===== src/rtl/alm_pkg.sv =====
// ----------------------------------------------------------------------------
// alm_pkg
// Types, codes and defaults shared by the multi-slot alarm table modules.
// ----------------------------------------------------------------------------
package alm_pkg;

    localparam int MAX_ALARMS_DEF = 3;
    localparam int MAX_ALARMS_LIM = 16;

    // request codes
    localparam logic [1:0] REQ_ADD    = 2'd0;
    localparam logic [1:0] REQ_DELETE = 2'd1;
    localparam logic [1:0] REQ_TICK   = 2'd2;
    localparam logic [1:0] REQ_CLEAR  = 2'd3;

    // status codes
    localparam logic [1:0] ST_DONE     = 2'd0;
    localparam logic [1:0] ST_REPLACED = 2'd1;
    localparam logic [1:0] ST_FULL     = 2'd2;
    localparam logic [1:0] ST_BAD_SLOT = 2'd3;

    typedef struct packed {
        logic [1:0] req_type;
        logic [4:0] time_hour;
        logic [5:0] time_minute;
        logic [7:0] repeat_word;
        logic [3:0] slot;
    } alm_in_t;

    typedef struct packed {
        logic [1:0]  status;
        logic [15:0] fired_mask;
        logic        minute_changed;
        logic        clear_steps;
        logic [4:0]  entry_count;
    } alm_out_t;

    typedef enum logic {
        CTRL_IDLE,
        CTRL_EXEC
    } alm_state_t;

    typedef struct packed {
        logic load;  // capture the incoming transaction
        logic exec;  // update the table and load the result register
    } alm_cmd_t;

endpackage


===== src/rtl/multi_slot_alarm_table_top.sv =====
// ----------------------------------------------------------------------------
// multi_slot_alarm_table_top
// Alarm table with add, delete, clear and minute-tick matching.
// ----------------------------------------------------------------------------
// Usage:
//   s_valid/s_ready/s_data carries one request transaction (add, delete slot,
//   time tick, clear). Every request yields exactly one result transaction on
//   m_valid/m_ready/m_data with a status, the mask of fired slots, the
//   minute-change and step-clear flags, and the entry count afterwards.
//   The request is captured at the accepting edge and the whole table is
//   compared and updated in parallel in the execute state once the result
//   register is free; m_valid rises when that update is registered. The
//   controller's capture/execute sequence takes one request at a time, and a
//   new request is not accepted until the previous one has been executed.
//   A new request is accepted while the previous result still waits; its
//   update is held until the result register has been taken, so a stalled
//   receiver holds m_data steady and back-pressures s_ready.
//   Reset (aresetn low, synchronous) empties the table and sets the last
//   minute seen to zero; entry contents are not cleared and need no sweep.
// ----------------------------------------------------------------------------
module multi_slot_alarm_table_top import alm_pkg::*; #(
    parameter int MAX_ALARMS = MAX_ALARMS_DEF
) (
    input  logic     aclk,
    input  logic     aresetn,
    input  logic     s_valid,
    output logic     s_ready,
    input  alm_in_t  s_data,
    output logic     m_valid,
    input  logic     m_ready,
    output alm_out_t m_data
);

    alm_cmd_t cmd;

    alm_ctrl u_ctrl (
        .aclk    (aclk),
        .aresetn (aresetn),
        .s_valid (s_valid),
        .s_ready (s_ready),
        .m_valid (m_valid),
        .m_ready (m_ready),
        .cmd     (cmd)
    );

    alm_datapath #(
        .MAX_ALARMS (MAX_ALARMS)
    ) u_datapath (
        .aclk     (aclk),
        .aresetn  (aresetn),
        .cmd      (cmd),
        .in_data  (s_data),
        .out_data (m_data)
    );

endmodule


===== src/rtl/alm_datapath.sv =====
// ----------------------------------------------------------------------------
// alm_datapath
// Request register, alarm table storage, entry count, last minute and the
// result register. Updates happen on exec; the request register loads on load.
// ----------------------------------------------------------------------------
module alm_datapath import alm_pkg::*; #(
    parameter int MAX_ALARMS = MAX_ALARMS_DEF
) (
    input  logic     aclk,
    input  logic     aresetn,
    input  alm_cmd_t cmd,
    input  alm_in_t  in_data,
    output alm_out_t out_data
);

    alm_in_t  req_reg;
    alm_out_t out_reg;
    alm_out_t out_next;

    logic [4:0] hour_reg   [MAX_ALARMS];
    logic [5:0] minute_reg [MAX_ALARMS];
    logic [7:0] repeat_reg [MAX_ALARMS];
    logic       valid_reg  [MAX_ALARMS];
    logic [4:0] hour_next   [MAX_ALARMS];
    logic [5:0] minute_next [MAX_ALARMS];
    logic [7:0] repeat_next [MAX_ALARMS];
    logic       valid_next  [MAX_ALARMS];

    logic [4:0] count_reg, count_next;
    logic [5:0] last_minute_reg, last_minute_next;

    logic [MAX_ALARMS-1:0] in_use;
    logic [MAX_ALARMS-1:0] addr_hit;
    logic [MAX_ALARMS-1:0] first_hit;
    logic                  any_hit;
    logic [4:0]            slot_ext;

    localparam logic [4:0] MAX_COUNT = 5'(MAX_ALARMS);

    // per-entry compare against the request's time
    always_comb begin
        any_hit = 1'b0;
        for (int i = 0; i < MAX_ALARMS; i++) begin
            in_use[i]    = 5'(i) < count_reg;
            addr_hit[i]  = in_use[i] && (hour_reg[i] == req_reg.time_hour)
                           && (minute_reg[i] == req_reg.time_minute);
            first_hit[i] = addr_hit[i] && !any_hit;
            any_hit      = any_hit || addr_hit[i];
        end
    end

    assign slot_ext = {1'b0, req_reg.slot};

    always_comb begin
        for (int i = 0; i < MAX_ALARMS; i++) begin
            hour_next[i]   = hour_reg[i];
            minute_next[i] = minute_reg[i];
            repeat_next[i] = repeat_reg[i];
            valid_next[i]  = valid_reg[i];
        end
        count_next       = count_reg;
        last_minute_next = last_minute_reg;
        out_next         = '0;

        unique case (req_reg.req_type)
            REQ_ADD: begin
                if (any_hit) begin
                    out_next.status = ST_REPLACED;
                    for (int i = 0; i < MAX_ALARMS; i++) begin
                        if (first_hit[i]) begin
                            repeat_next[i] = req_reg.repeat_word;
                            valid_next[i]  = 1'b1;
                        end
                    end
                end else if (count_reg >= MAX_COUNT) begin
                    out_next.status = ST_FULL;
                end else begin
                    for (int i = 0; i < MAX_ALARMS; i++) begin
                        if (5'(i) == count_reg) begin
                            hour_next[i]   = req_reg.time_hour;
                            minute_next[i] = req_reg.time_minute;
                            repeat_next[i] = req_reg.repeat_word;
                            valid_next[i]  = 1'b1;
                        end
                    end
                    count_next = count_reg + 5'd1;
                end
            end
            REQ_DELETE: begin
                if (slot_ext >= count_reg) begin
                    out_next.status = ST_BAD_SLOT;
                end else begin
                    // close the gap: every entry from the slot up, save the last, takes its successor
                    for (int i = 0; i < MAX_ALARMS - 1; i++) begin
                        if (5'(i) >= slot_ext) begin
                            hour_next[i]   = hour_reg[i+1];
                            minute_next[i] = minute_reg[i+1];
                            repeat_next[i] = repeat_reg[i+1];
                            valid_next[i]  = valid_reg[i+1];
                        end
                    end
                    count_next = count_reg - 5'd1;
                end
            end
            REQ_TICK: begin
                if (req_reg.time_minute != last_minute_reg) begin
                    last_minute_next        = req_reg.time_minute;
                    out_next.minute_changed = 1'b1;
                    out_next.clear_steps    = (req_reg.time_hour == 5'd0)
                                              && (req_reg.time_minute == 6'd0);
                    for (int i = 0; i < MAX_ALARMS; i++) begin
                        if (addr_hit[i] && valid_reg[i]) begin
                            out_next.fired_mask[i] = 1'b1;
                            if (repeat_reg[i] == 8'd0) begin
                                valid_next[i] = 1'b0;
                            end
                        end
                    end
                end
            end
            REQ_CLEAR: begin
                count_next = 5'd0;
            end
            default: begin
                count_next = count_reg;
            end
        endcase
        out_next.entry_count = count_next;
    end

    always_ff @(posedge aclk) begin
        if (!aresetn) begin
            count_reg       <= 5'd0;
            last_minute_reg <= 6'd0;
        end else if (cmd.exec) begin
            count_reg       <= count_next;
            last_minute_reg <= last_minute_next;
        end
    end

    // table contents and payload carry no reset
    always_ff @(posedge aclk) begin
        if (cmd.load) begin
            req_reg <= in_data;
        end
        if (cmd.exec) begin
            out_reg <= out_next;
            for (int i = 0; i < MAX_ALARMS; i++) begin
                hour_reg[i]   <= hour_next[i];
                minute_reg[i] <= minute_next[i];
                repeat_reg[i] <= repeat_next[i];
                valid_reg[i]  <= valid_next[i];
            end
        end
    end

    assign out_data = out_reg;

endmodule


===== src/rtl/alm_ctrl.sv =====
// ----------------------------------------------------------------------------
// alm_ctrl
// Handshake controller: takes one transaction, then runs the table update as
// soon as the result register is free, and tracks the result valid flag.
// ----------------------------------------------------------------------------
module alm_ctrl import alm_pkg::*; (
    input  logic     aclk,
    input  logic     aresetn,
    input  logic     s_valid,
    output logic     s_ready,
    output logic     m_valid,
    input  logic     m_ready,
    output alm_cmd_t cmd
);

    alm_state_t state_reg, state_next;
    logic       m_valid_reg, m_valid_next;
    logic       out_free;

    assign out_free = !m_valid_reg || m_ready;

    always_comb begin
        state_next = state_reg;
        unique case (state_reg)
            CTRL_IDLE: begin
                if (s_valid) begin
                    state_next = CTRL_EXEC;
                end
            end
            CTRL_EXEC: begin
                if (out_free) begin
                    state_next = CTRL_IDLE;
                end
            end
            default: begin
                state_next = CTRL_IDLE;
            end
        endcase
    end

    always_comb begin
        s_ready  = 1'b0;
        cmd      = '0;
        unique case (state_reg)
            CTRL_IDLE: begin
                s_ready  = 1'b1;
                cmd.load = s_valid;
            end
            CTRL_EXEC: begin
                cmd.exec = out_free;
            end
            default: begin
                s_ready = 1'b0;
            end
        endcase
    end

    // hold the result until taken, refill when exec lands
    always_comb begin
        if (cmd.exec) begin
            m_valid_next = 1'b1;
        end else if (m_ready) begin
            m_valid_next = 1'b0;
        end else begin
            m_valid_next = m_valid_reg;
        end
    end

    always_ff @(posedge aclk) begin
        if (!aresetn) begin
            state_reg   <= CTRL_IDLE;
            m_valid_reg <= 1'b0;
        end else begin
            state_reg   <= state_next;
            m_valid_reg <= m_valid_next;
        end
    end

    assign m_valid = m_valid_reg;

endmodule


===== config.mk =====
export PLATFORM = sky130hd
export DESIGN_NAME = multi_slot_alarm_table_top
export DESIGN_NICKNAME = d
export VERILOG_FILES = /design/src/rtl/alm_pkg.sv /design/src/rtl/multi_slot_alarm_table_top.sv /design/src/rtl/alm_datapath.sv /design/src/rtl/alm_ctrl.sv
export SDC_FILE = /design/constraint.sdc
export NUM_CORES = 1
export LEC_CHECK = 0
export ABC_AREA = 1
export BUFFER_PORTS_ARGS = -buffer_cell sky130_fd_sc_hd__buf_4
export CAP_MARGIN = 0
export CORE_MARGIN = 5
export CORE_UTILIZATION = 55
export CTS_BUF_LIST = sky130_fd_sc_hd__clkbuf_16
export CTS_CLUSTER_SIZE = 20
export DETAILED_ROUTE_END_ITERATION = 10
export MAX_ROUTING_LAYER = met4
export PLACE_DENSITY = 0.83
export SLEW_MARGIN = 20
export SYNTH_ARGS = -nofsm -noshare
export SYNTH_HDL_FRONTEND = slang
export SYNTH_SLANG_ARGS = --single-unit

===== constraint.sdc =====
create_clock -name aclk -period 4.07 [get_ports aclk]
set_clock_uncertainty 0.2 [all_clocks]
set_input_delay 0 -clock aclk [delete_from_list [all_inputs] [get_ports aclk]]
set_output_delay 0 -clock aclk [all_outputs]
set_load 0.02 [all_outputs]

# ---- Word-level counts from Yosys, hierarchy flattened
# Memory sizes are Yosys's and may differ from the RTL's.
# Cells that the tools add are included.
dict set report op_classes {
  add_sub_neg 2
  magnitude_cmp 7
  eq_ne 12
  muxes 75
  bitwise_logic 1
  n_reduce_logical 28
}
# operator count
set op_table {}
lappend op_table {{$mux W8} 9}
lappend op_table {{$mux W24} 2}
lappend op_table {{$mux W5} 9}
lappend op_table {{$mux W18} 2}
lappend op_table {{$mux W6} 6}
lappend op_table {{$pmux W16 S2} 1}
lappend op_table {{$mux W15} 2}
lappend op_table {{$mux W1} 26}
lappend op_table {{$logic_not A8 Y1} 3}
lappend op_table {{$pmux W12 S2} 1}
lappend op_table {{$pmux W10 S2} 1}
lappend op_table {{$eq A6 B6 Y1} 3}
lappend op_table {{$mux W16} 1}
lappend op_table {{$eq A5 B5 Y1} 3}
lappend op_table {{$pmux W5 S3} 1}
lappend op_table {{$logic_and A1 B1 Y1} 12}
lappend op_table {{$mux W12} 1}
lappend op_table {{$logic_not A5 Y1} 2}
lappend op_table {{$lt A1 B5 Y1 const A} 2}
lappend op_table {{$mux W10} 1}
lappend op_table {{$mux W2} 5}
lappend op_table {{$mux W3} 3}
lappend op_table {{$ge A1 B4 Y1 const A} 2}
lappend op_table {{$logic_not A6 Y1} 1}
lappend op_table {{other kinds (20)} 26}
dict set report word_totals {
  reg_bits 50
  ramBits 60
  word_cells 143
  memories 4
}
# name depth width read_ports rd_clocked_by_memory_dff wr line
set mem_list {}
lappend mem_list {u_datapath.repeat_reg 3 8 3 0 3 alm_datapath.sv:22} ;# logic [7:0] repeat_reg [MAX_ALARMS];
lappend mem_list {u_datapath.minute_reg 3 6 3 0 3 alm_datapath.sv:21} ;# logic [5:0] minute_reg [MAX_ALARMS];
lappend mem_list {u_datapath.hour_reg 3 5 3 0 3 alm_datapath.sv:20} ;# logic [4:0] hour_reg [MAX_ALARMS];
lappend mem_list {u_datapath.valid_reg 3 1 3 0 3 alm_datapath.sv:23} ;# logic valid_reg [MAX_ALARMS];

# ---- Longest topological paths before layout
# Gate-level depths: netlist (run 1).
# An unclocked memory read counts as a cell.
dict set report depth {
  ltp_word 10
  ltp_mapped 13
  ltp_nobuf 13
}

# ---- By module
# Synthesis (run 1) repeated with hierarchy kept, for this count alone.
dict set report unflattened {
  hier_cells 616
  area_unflattened_um2 5865.6
}
# mod n_inst cells_per_inst area_each_um2 seq_area_each_um2
set modules_own_cells {}
lappend modules_own_cells {alm_datapath 1 604 5774.3 3133.0}
lappend modules_own_cells {alm_ctrl 1 12 91.3 40.0}

# ---- Worst setup path after synthesis (run 1)
# OpenSTA, ideal clock, no wires.
dict set report synth_timing {
  kind {register -> register}
  startpoint {register u_datapath.count_reg[2] (netlist name)}
  endpoint {memory u_datapath.hour_reg[1][0], in the netlist u_datapath.hour_reg[0][5], enable pin}
  setup_time_ns 0.393
  t_arrival_ns 2.239
  slack_ns 1.238
  stages_incl_launch_ff 9
  n_path_buf 0
  synth_period_minus_slack_ns 2.832
  cell_sequence {dfxtp_1 > inv_2 > ha_1 > a21o_1 > a22oi_2 > nand3_2 > nand2_1 > nand3_1 > nor3_1}
}
# item line
set synth_rtl {}
lappend synth_rtl {{end, declared} alm_datapath.sv:20}

==> results.yml, run 1 <==
outcome:
  status: "finished, final reports clean"
final_layout:
  final_nets: 720
  instances_no_fill: 820
  n_antenna_cell: 0
  drive_gt1_frac: 0.149
  largest_register_ffs: 25
  area_delta_synth_final_pct: 17.1
  finish.instance_area_mm2: 0.00668
  fillers: 759
clock_tree:
  postCtsSetupRepairBufs: 0
  clk_path_buf_depth: 2
  cts_buffers: 9
  post_cts_resized: 0
  cts.sinks: 110
  htreeDepth: 3
  clk_pin_slew_ps: 80
  root_buffer: "clkbuf_16"
  clock_latency_ps: 360
  cts_tree: "yes"
  cts_hold_buf: 28
worst_setup_path:
  start_kind: "flop"
  cp_max_fo: 11
  worst-endpoint-required_ps: 3870
  rr_startpoint: "u_datapath.count_reg[1]$_SDFFE_PN0P_"
  worstReg2RegEnd: "u_datapath.repeat_reg[0][5]$_DFFE_PP_"
  crit_arrival_ps: 2610
  critPathCaptureType: "flop"
  rrSetupSlack_ps: 1260
  cp_slowest_cell: "nor2_1"
  r2r_cells: 12
  worstSetupPathType: "reg2reg"
  slowest_delay_ps: 470
  crit_path_cell_trace: "inv_2 -> ha_1 -> nand3_1 -> inv_2 -> nor2_1 -> nand2_1 -> nand3b_1 -> nand3_1 -> nand2_1 -> inv_1 -> o21ai_1 -> nor2_1"
grt:
  met1_usage: 0.267
  grt_use_met3: 0.0348
  grt_pass1_wl_um: 20500
  grt_pass1_vias: 4180
  track_usage: 0.213
  gr-usage-met2: 0.341
  grt-ovfl-total: 0
  grt.busiest_layer: "met2"
  antenna_found_initial: 0
  grt_max_degree: 39
floorplan:
  core_area_mm2: 0.0102
  initial_utilization: 0.558
  num_rows: 37
  dieArea_mm2: 0.0125
  pin_count: 56
  die_x_um: 112
  die_h_um: 112
placed_design:
  port_buffers: 42
  hpwl_um: 9180
  place_area_mm2: 0.00610
  place_congestion: 0.985
  dp.cells: 776
  post-place-ws_ps: 1280
detailed_routing:
  vias: 4327
  wirelength_um: 12600
  ant_nets: 0
  drc_errors: 0
  routedWlPerCell_um: 15.4
  drtIter0Drc: 355
  drtPass1Iterations: 5
  via_per_inst: 5.28
yosys:
  ys_seq_area_frac: 0.556
  ys_async_sr_fraction: 0
  synth.most_common_cell: "nand2_1"
  synth.top_cell.area_share: 0.511
  synth-edff-count: 97
  synth_flop_cell: "edfxtp_1"
  ys_warn_count: 0
  ys_top_cells_by_area: "edfxtp_1 (51%), nand2_1 (11%), dfxtp_1 (4.6%)"
  synth_cells: 607
  syn_area_per_cell_um2: 9.40
  synth.distinct_cells: 39
  netlist_area_mm2: 0.00571
  yosysTopAreaCell: "edfxtp_1"
  synth_common_cells: "nand2_1 (165), edfxtp_1 (97), nor2_1 (58), inv_1 (52), nand3_1 (38)"
  ys_ff_latch: 110
timing:
  fin_setup_tns_ps: 0
  max_clock_freq_mhz: 355
  min_period_ps: 2810
  hold_viol_final: 0
  finalSetupViolCount: 0
  worstMarginPinSlew_ps: 628
  setup_ws_ps: 1260
  rsz0062_at_grt: "false"
  finalCritPeriodShare: 0.691
  relSlewSlack: 0.580
  maxSlewViolCount: 0
pwr:
  power_density_mw_per_mm2: 379
  power_mw: 2.54
  ir_worst_vdd_mv: 0.320
  p_leak_nw: 2.84
worst_hold_path:
  whs_endpoint: "u_datapath.req_reg[11]$_DFFE_PP_"
  hold_path_class: "in2reg"
  min_path_cells: 2
  hold_start: "s_data[11]"
job:
  maxCapViolCount: 0
logic make-up (layout without fill, tap and decap cells):
family,count (synthesis),in the layout,share of synthesized area
adders and majority gates,12,12,0.0263
AOI/OAI and AO/OA,46,46,0.0463
other,1,13,0.000657
and+or+nand+nor,317,317,0.249
xor gates and xnor gates,29,29,0.0458
buffers and inverters,92,157,0.0757
DFF,110,110,0.556
cell type report:
type                       count  area (um^2)  share of cell area
multi-input combinational    417         2150               0.321
timing repair buffer          77          648              0.0970
tap                          136          170              0.0255
clock inverter                 7         78.8              0.0118
clock buffer                   9          225              0.0337
inverter                      64          240              0.0359
sequential                   110         3170               0.475
worst max path at each step:
stage,from,endpoint,slack [ps]
after floorplan,u_datapath.count_reg[2]$_SDFFE_PN0P_,u_datapath.hour_reg[0][5]$_DFFE_PP_,1240
after global placement,u_datapath.count_reg[1]$_SDFFE_PN0P_,u_datapath.repeat_reg[0][5]$_DFFE_PP_,1320
after detailed placement,u_datapath.count_reg[1]$_SDFFE_PN0P_,u_datapath.repeat_reg[0][5]$_DFFE_PP_,1280
after CTS,u_datapath.count_reg[1]$_SDFFE_PN0P_,u_datapath.repeat_reg[0][0]$_DFFE_PP_,1260
after global routing,u_datapath.count_reg[1]$_SDFFE_PN0P_,u_datapath.repeat_reg[0][2]$_DFFE_PP_,1000
final,u_datapath.count_reg[1]$_SDFFE_PN0P_,u_datapath.repeat_reg[0][5]$_DFFE_PP_,1260
cells in the final DEF, fill, tap and decap left out, types with 2 or more instances in the layout:
| cell type | instances |
|---|---|
| nor2_2 | 5 |
| nor3b_1 | 5 |
| nor3_1 | 9 |
| nand2_2 | 8 |
| inv_6 | 2 |
| conb_1 | 13 |
| nand3_2 | 4 |
| a21oi_1 | 7 |
| clkbuf_16 | 9 |
| nor2_4 | 4 |
| o21ai_1 | 11 |
| nor4_1 | 9 |
| nand4_1 | 9 |
| xnor2_1 | 10 |
| dlygate4sd3_1 | 28 |
| ha_1 | 12 |
| nand3b_1 | 2 |
| inv_1 | 52 |
| inv_8 | 4 |
| dfxtp_1 | 13 |
| xor2_1 | 18 |
| nand3_1 | 38 |
| o21ai_0 | 20 |
| buf_4 | 49 |
| inv_2 | 12 |
| edfxtp_1 | 97 |
| nand2_1 | 165 |
| nor2_1 | 57 |
layer usage:
metal  vias up  part of all wire  routed length (um)
li1       2127                 -                   -
met1      1997              0.43                5400
met2       169              0.47                5950
met3        34             0.069                 877
met4         0             0.033                 416
met5         -                 0                   0
per-stage QoR:
step | hold slack (ps) | utilization
after floorplan | -101 | -
after global placement | -21.7 | 0.596
after detailed placement | -20.5 | 0.596
after CTS | 145 | 0.653
after global routing | 150 | 0.653
final | 151 | 0.653
worst max-delay path, delay by kind of cell (launching register included):
kind,cells,cell delay (ps)
adders and majority gates,1,210
AOI/OAI and AO/OA,1,70
DFF,1,450
and+or+nand+nor,7,1180
buffers and inverters,3,340
where the power goes:
group | total, mW | switching, mW | leakage [nW] | internal [mW]
clock network | 0.884 | 0.441 | 0.151 | 0.442
registers | 1.32 | 0.0362 | 1.00 | 1.28
logic | 0.331 | 0.207 | 1.68 | 0.125
Power figures use the tool's default switching activity.
==> run 2: changes to the inputs <==
Settings changed: CORE_UTILIZATION 55 to 54, PLACE_DENSITY 0.83 to 0.85.
Clock period 4.07 ns to 2.52 ns, I/O delays scaled along.
==> run 2 against run 1 <==
  * Via count rose by 5.0%
  * Critical endpoint is now u_datapath.minute_reg[0][6]$_DFFE_PP_
  * Combinational power increased by 87%
  * Clock-buffer cell count did not move
  * Critical path depth did not move
  * Flip-flop and latch count stayed put
  * Register-to-register slack worse by 1200 ps
  * Largest cell class unchanged
  * Clock power up 56%
  * Die area increased by 1.7%
  * Highest routed layer unchanged
  * Routed wire length increased by 5.6%
  * Final area grew 6.9%
  * Power is 63% higher
==> results.yml, run 2 (synthesized netlist as in run 1, its figures left out) <==
floorplan:
  die_h_um: 113
  die_x_um: 113
  pin_count: 56
  core_area_mm2: 0.0103
  initial_utilization: 0.553
  dieArea_mm2: 0.0127
  num_rows: 37
job:
  maxCapViolCount: 0
grt:
  grt_max_degree: 34
  grt_pass1_wl_um: 20700
  antenna_found_initial: 0
  track_usage: 0.211
  grt-ovfl-total: 0
  grt_pass1_vias: 4225
timing:
  setup_ws_ps: 58.1
  maxSlewViolCount: 0
  rsz0062_at_grt: "true"
  finalCritPeriodShare: 0.977
  finalSetupViolCount: 0
  max_clock_freq_mhz: 406
  min_period_ps: 2460
  hold_viol_final: 0
placed_design:
  place_congestion: 0.992
  hpwl_um: 9290
  dp.cells: 792
  post-place-ws_ps: 55.2
  port_buffers: 42
clock_tree:
  cts_buffers: 9
  clk_pin_slew_ps: 80
  root_buffer: "clkbuf_16"
  cts.sinks: 110
  clock_latency_ps: 350
  htreeDepth: 3
  cts_tree: "yes"
  clk_path_buf_depth: 2
worst_setup_path:
  cp_num_buf_inv: 2
  critPathTopFamily: "simple AND/OR/NAND/NOR gates"
  worstSetupPathType: "reg2reg"
  critPathCaptureType: "flop"
  slowest_delay_ps: 370
  crit_arrival_ps: 2330
  crit_path_cell_trace: "inv_4 -> nand2_2 -> nor2_4 -> nand3_2 -> nand2_1 -> nor2_2 -> nand2_2 -> nand3_4 -> nand2_4 -> nand3_4 -> nor3_4 -> clkbuf_16"
  cp_max_fo: 5
  start_kind: "flop"
  worst-endpoint-required_ps: 2390
  cp_slowest_cell: "dfxtp_4"
worst_hold_path:
  hold_path_class: "in2reg"
detailed_routing:
  drtIter0Drc: 378
  ant_nets: 0
  via_per_inst: 5.35
  drtPass1Iterations: 5
  drc_errors: 0
  vias: 4544
  routedWlPerCell_um: 15.7
  wirelength_um: 13400
final_layout:
  layout_common_cells: "nand2_1 (160), edfxtp_1 (97), buf_4 (75), inv_1 (52), nor2_1 (50)"
  area_delta_synth_final_pct: 25.2
  drive_gt1_frac: 0.228
  final_nets: 750
  fillers: 747
  instances_no_fill: 850
  n_antenna_cell: 0
  largest_register_ffs: 25
  layout_commonest_cell: "nand2_1"
pwr:
  p_leak_nw: 3.05
  ir_worst_vdd_mv: 0.353
  power_density_mw_per_mm2: 577
outcome:
  status: "finished, final reports clean"
==> run 2: cell types whose count changed in the layout (fill, tap and decap cells not counted), moves of 5 or more <==
cell	previous run	this run
nand2_1	165	160
xor2_1	18	10
nor2_2	5	12
nor2_1	57	50
buf_4	49	75
xor2_2	0	8
==> run 2: final timing paths <==
check,start,end,slack (ps),depth (start not counted)
worst min-delay path,s_data[5],u_datapath.req_reg[5]$_DFFE_PP_,160,2
worst max-delay path,u_datapath.count_reg[2]$_SDFFE_PN0P_,u_datapath.minute_reg[0][6]$_DFFE_PP_,60,12
worst min register to register,u_datapath.req_reg[9]$_DFFE_PP_,u_datapath.repeat_reg[0][21]$_DFFE_PP_,260,0
worst max register to register,u_datapath.count_reg[2]$_SDFFE_PN0P_,u_datapath.minute_reg[0][6]$_DFFE_PP_,60,12
==> run 2: per-layer routing <==
layer	global-route usage	wire (um)	vias to the layer above
met5	-	0	-
li1	-	-	2187
met1	0.272	5530	2118
met2	0.347	6570	216
met4	0.0641	267	0
met3	0.0321	986	23
==> run 2: worst register-to-register path: cells and delay by family, from the launching register on <==
family                 cells  cell delay (ps)
flip-flops                 1              370
buffers and inverters      2              310
AND/OR/NAND/NOR           10             1310
==> run 2: report_power, final <==
group | leakage, nW | internal, mW | switching [mW]
Sequential | 1.01 | 2.07 | 0.0489
Clock | 0.144 | 0.703 | 0.681
Combinational | 1.90 | 0.248 | 0.370
Total | 3.05 | 3.02 | 1.10
==> run 2: timing repair <==
item,in CTS,in global routing
gates resized for setup,0,40
endpoints found under the setup margin,0,58
setup buffers,0,12
hold buffers,29,0
hold endpoints to repair,36,0
==> run 2: layout make-up <==
class | instances | area (um^2) | share of cell area
inverters | 64 | 243 | 0.0340
flip-flops and latches | 110 | 3180 | 0.445
repair buffers | 107 | 910 | 0.127
well taps | 136 | 170 | 0.0238
clock buffers | 9 | 225 | 0.0315
clock inverters | 7 | 77.6 | 0.0109
multi-input cells | 417 | 2340 | 0.328
==> run 2: through the flow <==
stage | area, um^2 | power [mW] | hold WS, ps | utilization | setup TNS (ps)
global route | 7150 | 4.29 | 148 | 0.692 | -738
finish | 7150 | 4.12 | 157 | 0.692 | 0
global placement | 6240 | 2.67 | -21.7 | 0.604 | 0
detailed placement | 6240 | 2.68 | -20.5 | 0.604 | 0
floorplan | 5760 | 2.52 | -101 | - | -113
CTS | 6830 | 4.09 | 156 | 0.662 | 0
